[config.mk]
export PLATFORM = sky130hd
export DESIGN_NAME = base64url_stream_decoder_flat
export DESIGN_NICKNAME = d
export VERILOG_FILES = /design/src/hw/rtl/b64d_pkg.sv /design/src/hw/rtl/b64d_if.sv /design/src/hw/rtl/b64d_front.sv /design/src/hw/rtl/b64d_queue.sv /design/src/hw/rtl/b64d_back.sv /design/src/hw/rtl/base64url_stream_decoder.sv /design/src/flat_wrapper.sv
export SDC_FILE = /design/constraint.sdc
export NUM_CORES = 1
export LEC_CHECK = 0
export ABC_AREA = 1
export BUFFER_PORTS_ARGS = -buffer_cell sky130_fd_sc_hd__buf_2
export CORE_ASPECT_RATIO = 1.2
export CORE_MARGIN = 5
export CORE_UTILIZATION = 45
export DETAILED_ROUTE_END_ITERATION = 8
export GPL_TIMING_DRIVEN = 0
export PLACE_DENSITY = 0.63
export SETUP_SLACK_MARGIN = 0.05
export SLEW_MARGIN = 40
export SYNTH_ARGS = -nofsm -noshare
export SYNTH_HDL_FRONTEND = slang
export SYNTH_SLANG_ARGS = --single-unit
[constraint.sdc]
create_clock -name clk_i -period 2.6 [get_ports clk_i]
set_input_delay 0.13 -clock clk_i [delete_from_list [all_inputs] [get_ports clk_i]]
set_output_delay 0.13 -clock clk_i [all_outputs]
set_load 0.01 [all_outputs]
[src/hw/rtl/b64d_pkg.sv]
// Package for the base64 stream decoder: queue entry type, character decode
// function and default sizes. No dependencies.
`timescale 1ns / 1ps
`default_nettype none

package b64d_pkg;

  // Number of decoded groups that can wait between the front and back parts.
  localparam int unsigned QueueDepthDefault = 2;

  localparam logic [5:0] SextetPlus  = 6'd62;
  localparam logic [5:0] SextetSlash = 6'd63;

  typedef struct packed {
    logic       ok;
    logic [5:0] val;
  } b64d_sextet_t;

  // One finished group. Mask bit 0, 1, 2 marks bytes 1, 2, 3 of the triplet.
  typedef struct packed {
    logic [23:0] triplet;
    logic [2:0]  mask;
    logic        end_flag;
  } b64d_job_t;

  function automatic b64d_sextet_t sextet_of(input logic [7:0] ch);
    b64d_sextet_t s;
    s.ok  = 1'b1;
    s.val = 6'd0;
    if (ch >= "A" && ch <= "Z") begin
      s.val = 6'(ch - 8'("A"));
    end else if (ch >= "a" && ch <= "z") begin
      s.val = 6'(ch - 8'("a") + 8'd26);
    end else if (ch >= "0" && ch <= "9") begin
      s.val = 6'(ch - 8'("0") + 8'd52);
    end else if (ch == "+" || ch == "-") begin
      s.val = SextetPlus;
    end else if (ch == "/" || ch == "_") begin
      s.val = SextetSlash;
    end else begin
      s.ok = 1'b0;
    end
    return s;
  endfunction

endpackage

`default_nettype wire

[src/hw/rtl/b64d_if.sv]
// Channel interfaces of the base64 stream decoder: character input and
// decoded byte output, each with a source and a sink modport.
`timescale 1ns / 1ps
`default_nettype none

interface b64d_char_if;
  logic       valid;
  logic       ready;
  logic [7:0] char_code;
  logic       end_of_text;

  modport source (output valid, output char_code, output end_of_text, input ready);
  modport sink   (input valid, input char_code, input end_of_text, output ready);
endinterface

interface b64d_byte_if;
  logic       valid;
  logic       ready;
  logic [7:0] data_byte;
  logic       byte_present;
  logic       last_of_run;
  logic       end_mark;

  modport source (output valid, output data_byte, output byte_present,
                  output last_of_run, output end_mark, input ready);
  modport sink   (input valid, input data_byte, input byte_present,
                  input last_of_run, input end_mark, output ready);
endinterface

`default_nettype wire

[src/hw/rtl/b64d_front.sv]
// Front part: accepts characters, decodes them to sextets and gathers groups
// of four. Depends on b64d_pkg and b64d_if.
`timescale 1ns / 1ps
`default_nettype none

module b64d_front import b64d_pkg::*; (
  input  wire logic  clk_i,
  input  wire logic  rst_ni,
  b64d_char_if.sink  in_i,
  input  wire logic  full_i,
  output b64d_job_t  job_o,
  output logic       push_o
);

  logic [1:0]   pos_q, pos_d;
  logic [17:0]  store_q, store_d, store_n;
  logic [2:0]   pres_q, pres_d, pres_n;
  b64d_sextet_t sx;
  logic         fire;
  logic         done;
  logic         last_valid;
  logic [5:0]   last_sx;

  assign in_i.ready = !full_i;
  assign fire       = in_i.valid && !full_i;
  assign sx         = sextet_of(in_i.char_code);

  always_comb begin
    store_n    = store_q;
    pres_n     = pres_q;
    last_valid = 1'b0;
    last_sx    = 6'd0;
    case (pos_q)
      2'd0: begin
        if (sx.ok) begin
          store_n[17:12] = sx.val;
          pres_n[2]      = 1'b1;
        end
      end
      2'd1: begin
        if (sx.ok) begin
          store_n[11:6] = sx.val;
          pres_n[1]     = 1'b1;
        end
      end
      2'd2: begin
        if (sx.ok) begin
          store_n[5:0] = sx.val;
          pres_n[0]    = 1'b1;
        end
      end
      default: begin
        last_valid = sx.ok;
        last_sx    = sx.ok ? sx.val : 6'd0;
      end
    endcase
  end

  assign done = (pos_q == 2'd3) || in_i.end_of_text;

  always_comb begin
    job_o.triplet  = {store_n, last_sx};
    job_o.mask     = {last_valid, pres_n[0], pres_n[2] & pres_n[1]};
    job_o.end_flag = in_i.end_of_text;
  end

  // A group without any byte only produces a result when it closes the text.
  assign push_o = fire && done && ((job_o.mask != 3'b000) || in_i.end_of_text);

  always_comb begin
    pos_d   = pos_q;
    store_d = store_q;
    pres_d  = pres_q;
    if (fire) begin
      if (done) begin
        pos_d   = 2'd0;
        store_d = 18'd0;
        pres_d  = 3'd0;
      end else begin
        pos_d   = pos_q + 2'd1;
        store_d = store_n;
        pres_d  = pres_n;
      end
    end
  end

  always_ff @(posedge clk_i or negedge rst_ni) begin
    if (!rst_ni) begin
      pos_q   <= 2'd0;
      store_q <= 18'd0;
      pres_q  <= 3'd0;
    end else begin
      pos_q   <= pos_d;
      store_q <= store_d;
      pres_q  <= pres_d;
    end
  end

endmodule

`default_nettype wire

[src/hw/rtl/b64d_queue.sv]
// Short queue of finished groups between the front and back parts.
// Depends on b64d_pkg.
`timescale 1ns / 1ps
`default_nettype none

module b64d_queue import b64d_pkg::*; #(
  parameter int unsigned Depth = QueueDepthDefault
) (
  input  wire logic      clk_i,
  input  wire logic      rst_ni,
  input  wire logic      push_i,
  input  wire b64d_job_t job_i,
  input  wire logic      pop_i,
  output b64d_job_t      job_o,
  output logic           avail_o,
  output logic           full_o
);

  localparam int unsigned PtrW = (Depth > 1) ? $clog2(Depth) : 1;
  localparam int unsigned CntW = $clog2(Depth + 1);

  b64d_job_t       mem_q [Depth];
  logic [PtrW-1:0] wr_ptr_q, rd_ptr_q;
  logic [CntW-1:0] count_q;

  assign avail_o = (count_q != CntW'(0));
  assign full_o  = (count_q == CntW'(Depth));
  assign job_o   = mem_q[rd_ptr_q];

  always_ff @(posedge clk_i) begin
    if (push_i) begin
      mem_q[wr_ptr_q] <= job_i;
    end
  end

  always_ff @(posedge clk_i or negedge rst_ni) begin
    if (!rst_ni) begin
      wr_ptr_q <= '0;
      rd_ptr_q <= '0;
      count_q  <= '0;
    end else begin
      if (push_i) begin
        wr_ptr_q <= (wr_ptr_q == PtrW'(Depth - 1)) ? '0 : wr_ptr_q + PtrW'(1);
      end
      if (pop_i) begin
        rd_ptr_q <= (rd_ptr_q == PtrW'(Depth - 1)) ? '0 : rd_ptr_q + PtrW'(1);
      end
      if (push_i && !pop_i) begin
        count_q <= count_q + CntW'(1);
      end else if (pop_i && !push_i) begin
        count_q <= count_q - CntW'(1);
      end
    end
  end

endmodule

`default_nettype wire

[src/hw/rtl/b64d_back.sv]
// Back part: drains the group at the head of the queue one byte per cycle, while
// the output is not stalled, into the output register. Depends on b64d_pkg and b64d_if.
`timescale 1ns / 1ps
`default_nettype none

module b64d_back import b64d_pkg::*; (
  input  wire logic      clk_i,
  input  wire logic      rst_ni,
  input  wire b64d_job_t job_i,
  input  wire logic      avail_i,
  output logic           pop_o,
  b64d_byte_if.source    out_o
);

  logic [2:0] sent_q, sent_d;
  logic [2:0] rem, take;
  logic       last;
  logic       emit;
  logic [7:0] byte_sel;

  logic       valid_q;
  logic [7:0] data_q;
  logic       present_q, last_q, end_q;

  assign rem = job_i.mask & ~sent_q;

  always_comb begin
    take     = 3'b000;
    byte_sel = 8'd0;
    if (rem[0]) begin
      take     = 3'b001;
      byte_sel = job_i.triplet[23:16];
    end else if (rem[1]) begin
      take     = 3'b010;
      byte_sel = job_i.triplet[15:8];
    end else if (rem[2]) begin
      take     = 3'b100;
      byte_sel = job_i.triplet[7:0];
    end
  end

  // A group with no bytes left to send is the empty end marker.
  assign last  = ((rem & ~take) == 3'b000);
  assign emit  = avail_i && (!valid_q || out_o.ready);
  assign pop_o = emit && last;

  always_comb begin
    sent_d = sent_q;
    if (emit) begin
      sent_d = last ? 3'b000 : (sent_q | take);
    end
  end

  always_ff @(posedge clk_i or negedge rst_ni) begin
    if (!rst_ni) begin
      sent_q  <= 3'b000;
      valid_q <= 1'b0;
    end else begin
      sent_q <= sent_d;
      if (emit) begin
        valid_q <= 1'b1;
      end else if (out_o.ready) begin
        valid_q <= 1'b0;
      end
    end
  end

  always_ff @(posedge clk_i) begin
    if (emit) begin
      data_q    <= byte_sel;
      present_q <= (take != 3'b000);
      last_q    <= last;
      end_q     <= last && job_i.end_flag;
    end
  end

  assign out_o.valid        = valid_q;
  assign out_o.data_byte    = data_q;
  assign out_o.byte_present = present_q;
  assign out_o.last_of_run  = last_q;
  assign out_o.end_mark     = end_q;

endmodule

`default_nettype wire

[src/hw/rtl/base64url_stream_decoder.sv]
// Base64 stream decoder (standard and URL-safe alphabets), one character per item.
// The first result of a group goes through the queue, then the output register.
// Throughput: one item per cycle in while the queue is not full; the back part sends
// one byte per cycle from the queue head while the output is not stalled.
// Reset (asynchronous, active low) clears group state, queue and output register.
`timescale 1ns / 1ps
`default_nettype none

module base64url_stream_decoder import b64d_pkg::*; #(
  parameter int unsigned QueueDepth = QueueDepthDefault
) (
  input  wire logic   clk_i,
  input  wire logic   rst_ni,
  b64d_char_if.sink   in_i,
  b64d_byte_if.source out_o
);

  b64d_job_t push_job, head_job;
  logic      push, pop, avail, full;

  b64d_front u_front (
    .clk_i  (clk_i),
    .rst_ni (rst_ni),
    .in_i   (in_i),
    .full_i (full),
    .job_o  (push_job),
    .push_o (push)
  );

  b64d_queue #(
    .Depth (QueueDepth)
  ) u_queue (
    .clk_i   (clk_i),
    .rst_ni  (rst_ni),
    .push_i  (push),
    .job_i   (push_job),
    .pop_i   (pop),
    .job_o   (head_job),
    .avail_o (avail),
    .full_o  (full)
  );

  b64d_back u_back (
    .clk_i   (clk_i),
    .rst_ni  (rst_ni),
    .job_i   (head_job),
    .avail_i (avail),
    .pop_o   (pop),
    .out_o   (out_o)
  );

endmodule

`default_nettype wire

[src/flat_wrapper.sv]
// flat-port wrapper written by rule: the top's interface ports become plain ports
module base64url_stream_decoder_flat import b64d_pkg::*;
#(
  parameter int unsigned QueueDepth = QueueDepthDefault
)
  (clk_i, rst_ni, in_i_valid, in_i_char_code, in_i_end_of_text, in_i_ready, out_o_valid, out_o_data_byte, out_o_byte_present, out_o_last_of_run, out_o_end_mark, out_o_ready);
  b64d_char_if in_i_i ();
  b64d_byte_if out_o_i ();
  input  wire logic clk_i;
  input  wire logic rst_ni;
  input wire logic [$bits(in_i_i.valid)-1:0] in_i_valid;
  input wire logic [$bits(in_i_i.char_code)-1:0] in_i_char_code;
  input wire logic [$bits(in_i_i.end_of_text)-1:0] in_i_end_of_text;
  output wire logic [$bits(in_i_i.ready)-1:0] in_i_ready;
  output wire logic [$bits(out_o_i.valid)-1:0] out_o_valid;
  output wire logic [$bits(out_o_i.data_byte)-1:0] out_o_data_byte;
  output wire logic [$bits(out_o_i.byte_present)-1:0] out_o_byte_present;
  output wire logic [$bits(out_o_i.last_of_run)-1:0] out_o_last_of_run;
  output wire logic [$bits(out_o_i.end_mark)-1:0] out_o_end_mark;
  input wire logic [$bits(out_o_i.ready)-1:0] out_o_ready;
  assign in_i_i.valid = in_i_valid;
  assign in_i_i.char_code = in_i_char_code;
  assign in_i_i.end_of_text = in_i_end_of_text;
  assign in_i_ready = in_i_i.ready;
  assign out_o_valid = out_o_i.valid;
  assign out_o_data_byte = out_o_i.data_byte;
  assign out_o_byte_present = out_o_i.byte_present;
  assign out_o_last_of_run = out_o_i.last_of_run;
  assign out_o_end_mark = out_o_i.end_mark;
  assign out_o_i.ready = out_o_ready;
  base64url_stream_decoder #(.QueueDepth(QueueDepth)) u_core (.clk_i(clk_i), .rst_ni(rst_ni), .in_i(in_i_i), .out_o(out_o_i));
endmodule
[Word-level counts from Yosys, hierarchy flattened]
Memory sizes are Yosys's and may differ from the RTL's.
Cells that the tools add are included.
Storage, ports and cells
  output and inout bits: 13
  logic and storage cells: 114
  memories kept: 1
  bits in registers: 42
  bits in writable memories: 56
Memory list
  u_core.u_queue.mem_q: words 2, bits a word 28, rd ports 1, clocked after Yosys merged registers in 0, wr ports 1, line b64d_queue.sv:22  | b64d_job_t mem_q [Depth];
Operators by class
  $lt $le $gt $ge: 6
  mux-type cells: 43
  bitwise logic cells: 6
  reduce and logical (&&, ||, !) cells: 28
  add/subtract/negate cells: 10
  equality and inequality tests: 8
Operators by type and width (count)
  $mux W6: 13
  $eq A8 B6 Y1 const B: 3
  $mux W8: 3
  $mux W1: 18
  $mux W18: 1
  $ge A8 B7 Y1 const B: 2
  $le A8 B7 Y1 const B: 2
  $mux W3: 5
  $sub A6 B6 Y6 const B: 2
  $logic_and A1 B1 Y1: 11
  $eq A8 B7 Y1 const B: 1
  $ge A8 B6 Y1 const B: 1
  $le A8 B6 Y1 const B: 1
  $add A6 B5 Y6 const B: 1
  $add A6 B6 Y6 const B: 1
  $and A3 B3 Y3: 2
  $eq A2 B2 Y1 const B: 3
  $mux W2: 3
  $not A3 Y3: 2
  $reduce_bool A2 Y1: 3
  $reduce_bool A3 Y1: 2
  $sub A6 B1 Y6 const B: 1
  $logic_or A1 B1 Y1: 5
  $add A2 B1 Y2 const B: 2
  9 further kinds: 13

[Logic depth before layout (Yosys ltp)]
  depth after elaboration: 17
  gate-level depth with buffers: 20
  gate-level depth less buffers: 20

[Hierarchy]
Synthesis repeated with hierarchy kept, for this count alone.
Second synthesis, totals
  cells, all modules: 519
  area total of the unflattened synthesis: 5192.5 um2
By module, submodules not included
  b64d_queue: cells each 112, times used 1, area an instance 2274.7 um2
  b64d_front: cells each 323, times used 1, area an instance 2149.6 um2
  b64d_back: cells each 84, times used 1, area an instance 768.2 um2

[Worst setup path before layout]
OpenSTA, ideal clock, no wires.
  path kind: in2reg
  start point: input port in_i_char_code[2]
  end point: memory u_core.u_queue.mem_q[1][0] (netlist name) (enable)
  data required time: 2.187 ns
  path buffers: 0
  stages on the path: 15
  setup time: 0.413 ns
  slack: -0.361 ns
  arrival time: 2.549 ns
  path through: inv_1 ha_1 nand2_1 nand2_1 nand2_2 nand2_4 nand2_4 clkinv_4 nand2_8 nand2_8 nand2_2 nand2_2 nand2_2 nand2_2 nor2_1
Between the ends
  word-level cells in the longest chain between the ends: 15
  elaborated cells on any way between the ends: 33
RTL lines
  start, declared: line flat_wrapper.sv:12  | input wire logic [$bits(in_i_i.char_code)-1:0] in_i_char_code;
  branches (longest 6 deep; another with $ge A8 B6 Y1)
  $mux W1 (*): line b64d_pkg.sv:30  | if (ch >= "A" && ch <= "Z") begin
  $mux W1, on equally long branches: line b64d_front.sv:35, b64d_front.sv:41
  $mux W1: line b64d_front.sv:33  | case (pos_q)
  $and A1 B1 Y1: line b64d_front.sv:63  | job_o.mask = {last_valid, pres_n[0], pres_n[2] & pres_n[1]};
  $reduce_bool A3 Y1 (*): line b64d_front.sv:68  | assign push_o = fire && done && ((job_o.mask != 3'b000) || in_i.end_of_text);
  $logic_or A1 B1 Y1 (*): line b64d_front.sv:68
  $logic_and A1 B1 Y1 (*): line b64d_front.sv:68
  $mux W1 (*): line b64d_queue.sv:31  | if (push_i) begin
  $mux W1 (not written as such) (*): line b64d_queue.sv:32  | mem_q[wr_ptr_q] <= job_i;
  end, declared: line b64d_queue.sv:22
Mark *: on every way between the ends.

[Worst setup path after layout]
  start point: input port in_i_char_code[1]
  end point: register u_core.u_queue.count_q[1]
Between the ends
  word-level cells in the longest chain between the ends: 16
  elaborated cells on any way between the ends: 36
RTL lines
  branches (longest 6 deep; another with $ge A8 B6 Y1)
  $mux W1 (*): line b64d_pkg.sv:30
  $mux W1, on equally long branches: line b64d_front.sv:35, b64d_front.sv:41
  $mux W1: line b64d_front.sv:33
  $and A1 B1 Y1: line b64d_front.sv:63
  $reduce_bool A3 Y1 (*): line b64d_front.sv:68
  $logic_or A1 B1 Y1 (*): line b64d_front.sv:68
  $logic_and A1 B1 Y1 (*): line b64d_front.sv:68
  named net u_core.push: line base64url_stream_decoder.sv:19  | logic push, pop, avail, full;
  $logic_not A1 Y1: line b64d_queue.sv:50  | end else if (pop_i && !push_i) begin
  $logic_and A1 B1 Y1: line b64d_queue.sv:50
  $reduce_bool A2 Y1 (no line)
  end signal, assigned: line b64d_queue.sv:49  | count_q <= count_q + CntW'(1);
  end signal, assigned: line b64d_queue.sv:51  | count_q <= count_q - CntW'(1);
  end, declared: line b64d_queue.sv:24  | logic [CntW-1:0] count_q;
Mark *: on every way through the listed nets, which the timed path passes.
A chain may end at the register's enable or synchronous reset.

==> summary by stage <==
Pwr
Across the VDD grid, the largest voltage drop is 302 uV. The total power is 5.22 mW. For this design the static power due to leakage is 2.45 nW.

For this design the ratio of total power to cell area is 941 nW/um^2.

Die
The die span in y is 124 um. In this run the standard cell core region covers 10,600 um^2. The floorplan step set the die width to 105 um. The die covers 13,100 um^2. The floorplan has 41 rows. For this configuration, the core starts out at a cell density of 46.3%. Pin placement for this block handled 26 I/O pins.

Place
Summed over all nets, the half-perimeter wirelength after detailed placement is 7260 um. Before CTS, the worst setup slack after placement is -155 ps. The cell count after placement is 644. In this run the tool buffered the top-level ports with 24 buffer cells. The final RePlAce weighted congestion is 0.844.

Timing
Across all hold checks on the routed design, the worst slack comes to 20.2 ps. The count of endpoints failing setup in the final report is 0. Measured against its own limit, the worst slew margin works out to 59.6%.

The fmax is 0.433 GHz. The final critical path time including I/O delays and setup is 2310 ps. The transition at the pin with the smallest max-transition slack is 605 ps. Setup repair after global routing left no endpoint under its margin. The post-route clock skew is 3.88 ps. The final period utilization is 88.9%.

After layout, the worst setup slack is 289 ps. The number of slew-limit violations in the final report is 0. The number of endpoints with negative hold slack in the final report is 0.

Worst setup path
The reg-to-reg startpoint is u_core.u_queue.rd_ptr_q. The setup check on the worst reg-to-reg path leaves a slack of 390 ps. The highest fanout seen on the critical path is 7.

The endpoint of the most critical register-to-register path is u_core.u_queue.count_q[1]. The category of the worst setup path capture point is a flip-flop. The sort of element at the start of the critical path is an input port. Data on the critical path is required at its endpoint by 2820 ps. The arrival time at the worst endpoint is 2540 ps. Measured in cells, the most critical reg-to-reg path has a length of 11.

By startpoint and endpoint, the worst setup path is classified as in -> reg.

Global routing
The sum of overflow across all layers after global routing is 0. For this run, the total global-route usage over all layers was measured as 15.4%. The wire length of the first global-routing pass is 16,000 um. Entering global routing, the biggest net connects 32 pins. The number of global-route vias before repair is 3,301. The initial antenna violation count is 0.

Synth
The number of synthesized flops with an enable pin is 67. By count the netlist is led by sky130_fd_sc_hd__nand2_1, sky130_fd_sc_hd__edfxtp_1, sky130_fd_sc_hd__inv_1. After technology mapping, the gate count stands at 490. The prevailing post-synth register cell is sky130_fd_sc_hd__edfxtp_1. The number of distinct standard cells referenced by the synthesized netlist is 38.

By instance count, the leading cell after synthesis is sky130_fd_sc_hd__nand2_1. After synthesis, flip-flops and latches occupy 56.7% of the total area. The register bit count reported by yosys is 98. After synthesis, the cell types taking the most area are sky130_fd_sc_hd__edfxtp_1, sky130_fd_sc_hd__dfrtp_1, sky130_fd_sc_hd__nand2_1, sky130_fd_sc_hd__ha_1, sky130_fd_sc_hd__nand3_1. The Yosys warning count is 0. The post-synthesis instance area is 4920 um^2. In this run the mean area of a mapped cell was 10.0 um^2. The post-synth net total is 517. In the synthesized netlist the async set-or-reset flop fraction comes to 31.6%. The top-area cell type share of the netlist area is 40.9%. The synthesized design spends more area on one cell type than any other, namely sky130_fd_sc_hd__edfxtp_1.

Layout
The core utilization of the finished layout is 52.2%. The count of filler cells inserted in the layout is 942. The area growth from synthesis to final layout is 12.8%. Summing all flip-flop and latch instances after layout gives 2790 um^2. In the final layout, the multi-input gates occupy 1910 um^2. The count of cells in the finished layout, fillers not included, comes to 662.

In the final layout, the share of cells above drive strength 1 is 16.5%. The number of nets at the end of the flow is 555. The antenna diode count is 0.

Route
After the first detailed-routing iteration, the DRC count stood at 164. Before antenna repair, the detailed router went through 4 iterations. The average detailed-routed wire length per instance is 14.8 um. The final wirelength is 9800 um. In this run the remaining antenna-violating nets after routing total 0.

Using the TritonRoute via totals, the vias-per-cell ratio works out to 5.10. In the routed design, unresolved DRC markers number 0. The total via count in the routed design is 3,373.

Hold path
The startpoint identified for the worst hold timing path is in_i_end_of_text. The path category of the worst min-delay check is in -> reg. The depth of the worst hold-timing path is 1. The path with the worst hold slack has its endpoint at u_core.u_queue.mem_q[1][0].

CTS
CTS placed an instance of sky130_fd_sc_hd__clkbuf_16 at the clock tree root. No sink is reached through more buffers than the 2 on the longest clock path. The clock net in this run drives a total of 98 sinks. The CTS buffer count is 9. The number of levels the H-tree was split into is 3. The CTS tree is yes. The clock latency on the worst-skew pair is 340 ps. The clock transition time at the flip-flop clock pins of the worst setup and hold paths is 60 ps. The setup fix buffers added after clock tree synthesis is 0.

Flow run
The max-capacitance violation count is 0.

Outcome
The flow ran to the end, and the final reports show no timing, DRC or antenna violations.
==> critical path, stage by stage <==
cell and delay, ps:
sky130_fd_sc_hd__buf_2 160, sky130_fd_sc_hd__inv_1 100, sky130_fd_sc_hd__ha_1 220, sky130_fd_sc_hd__inv_1 60, sky130_fd_sc_hd__nand2_1 40, sky130_fd_sc_hd__nand2_1 50
sky130_fd_sc_hd__nand2_1 90, sky130_fd_sc_hd__nand2_4 120, sky130_fd_sc_hd__nand2_4 70, sky130_fd_sc_hd__nor2_8 140, sky130_fd_sc_hd__nand2_8 110, sky130_fd_sc_hd__nand2_2 130
sky130_fd_sc_hd__nand2_1 90, sky130_fd_sc_hd__nor2_2 100, sky130_fd_sc_hd__nand2_2 70, sky130_fd_sc_hd__nand2_2 100, sky130_fd_sc_hd__inv_1 50, sky130_fd_sc_hd__ha_1 300
sky130_fd_sc_hd__a21oi_1 120, sky130_fd_sc_hd__o21ai_0 110, sky130_fd_sc_hd__xnor2_1 140
==> what timing repair did <==
item / in CTS / in global routing
hold buffers: 2 / 0
hold endpoints to repair: 32 / 0
gates resized for setup: 0 / 3
setup endpoints to repair: 0 / 1
==> layer usage <==
metal	vias to the layer above	global-route usage, %	share of wire, %
li1	1712	-	-
met4	0	6.87	1.9
met3	13	2.64	3.6
met1	1578	18.2	43
met5	-	0	0
met2	70	27.1	51
==> placed cells by master, fill, tap and decap left out, types with 2 or more instances in the layout <==
| cell type | instances |
|---|---|
| sky130_fd_sc_hd__clkbuf_1 | 8 |
| sky130_fd_sc_hd__nand2_2 | 9 |
| sky130_fd_sc_hd__dlygate4sd3_1 | 2 |
| sky130_fd_sc_hd__mux2i_1 | 8 |
| sky130_fd_sc_hd__clkbuf_16 | 9 |
| sky130_fd_sc_hd__xnor2_1 | 2 |
| sky130_fd_sc_hd__clkinv_2 | 2 |
| sky130_fd_sc_hd__clkinv_4 | 2 |
| sky130_fd_sc_hd__edfxtp_1 | 67 |
| sky130_fd_sc_hd__and2_1 | 12 |
| sky130_fd_sc_hd__a21oi_1 | 8 |
| sky130_fd_sc_hd__buf_6 | 2 |
| sky130_fd_sc_hd__nand3_1 | 33 |
| sky130_fd_sc_hd__clkinv_1 | 2 |
| sky130_fd_sc_hd__clkbuf_8 | 2 |
| sky130_fd_sc_hd__dfrtp_1 | 31 |
| sky130_fd_sc_hd__nand2_1 | 132 |
| sky130_fd_sc_hd__inv_1 | 35 |
| sky130_fd_sc_hd__o221ai_1 | 8 |
| sky130_fd_sc_hd__nor2_2 | 3 |
| sky130_fd_sc_hd__inv_4 | 3 |
| sky130_fd_sc_hd__nor2_1 | 22 |
| sky130_fd_sc_hd__nand2_4 | 5 |
| sky130_fd_sc_hd__nand2_8 | 4 |
| sky130_fd_sc_hd__a21oi_2 | 2 |
| sky130_fd_sc_hd__or2_2 | 9 |
| sky130_fd_sc_hd__o21ai_1 | 4 |
| sky130_fd_sc_hd__buf_2 | 24 |
| sky130_fd_sc_hd__inv_2 | 4 |
| sky130_fd_sc_hd__ha_1 | 13 |
| sky130_fd_sc_hd__xor2_1 | 7 |
| sky130_fd_sc_hd__or2_1 | 12 |
| sky130_fd_sc_hd__o21a_1 | 4 |
| sky130_fd_sc_hd__o21ai_0 | 31 |
==> worst max path at each step <==
| stage | cells past startpoint | endpoint | from | slack, ps |
|---|---|---|---|---|
| after CTS | 20 | u_core.u_queue.count_q[1] | in_i_char_code[2] | 180 |
| after global placement | 16 | u_core.u_queue.mem_q[1][17] | in_i_char_code[0] | -690 |
| after global routing | 21 | u_core.u_queue.count_q[1] | in_i_char_code[0] | 80 |
| after detailed placement | 20 | u_core.u_queue.count_q[1] | in_i_char_code[2] | -160 |
| after floorplan | 15 | u_core.u_queue.mem_q[1][0] | in_i_char_code[2] | 100 |
| final | 21 | u_core.u_queue.count_q[1] | in_i_char_code[1] | 290 |
==> sequential cells by signal, summed over array words and instances (netlist names) <==
register and flops:
u_core.u_back.out_o.valid 1, u_core.u_back.out_o.last_of_run 1, u_core.u_queue.mem_q 56, u_core.u_queue.rd_ptr_q 1, u_core.u_back.out_o.byte_present 1, u_core.u_back.out_o.end_mark 1
u_core.u_back.sent_q 3, u_core.u_back.out_o.data_byte 8, u_core.u_queue.wr_ptr_q 1, u_core.u_front.store_q 18, u_core.u_front.pos_q 2, u_core.u_queue.count_q 2
u_core.u_front.pres_q 3
==> where the power goes <==
group          switching [mW]  leakage (nW)  internal [mW]
clock                   0.544         0.143          0.700
sequential              0.120          1.04           2.12
combinational            1.11          1.27          0.617
total                    1.78          2.45           3.44
==> stage by stage <==
stage / setup TNS [ps] / instance area [um^2]
floorplan: 0 / 4920
global placement: -31090 / 5200
detailed placement: -2320 / 5230
CTS: 0 / 5530
global route: 0 / 5540
finish: 0 / 5540
==> logic make-up (layout without fill, tap and decap cells) <==
family	after synthesis	after routing	synth area share (%)
buf+inv	55	98	4.84
mux	8	8	1.63
compound gates	60	60	7.23
xor+xnor	9	9	1.60
simple gates	246	246	24.4
fa+ha+maj	14	14	3.56
flops	98	98	56.7
==> final cells by class <==
| type | count | share of cell area, % |
|---|---|---|
| multi-input combinational | 337 | 34.4 |
| clock buffer | 12 | 4.63 |
| clock inverter | 4 | 0.451 |
| timing repair buffer | 27 | 3.07 |
| sequential | 98 | 50.3 |
| inverter | 45 | 3.32 |
| tap | 129 | 2.91 |
| buffer | 10 | 0.970 |
No activity file was read; power rests on OpenSTA's default activity.
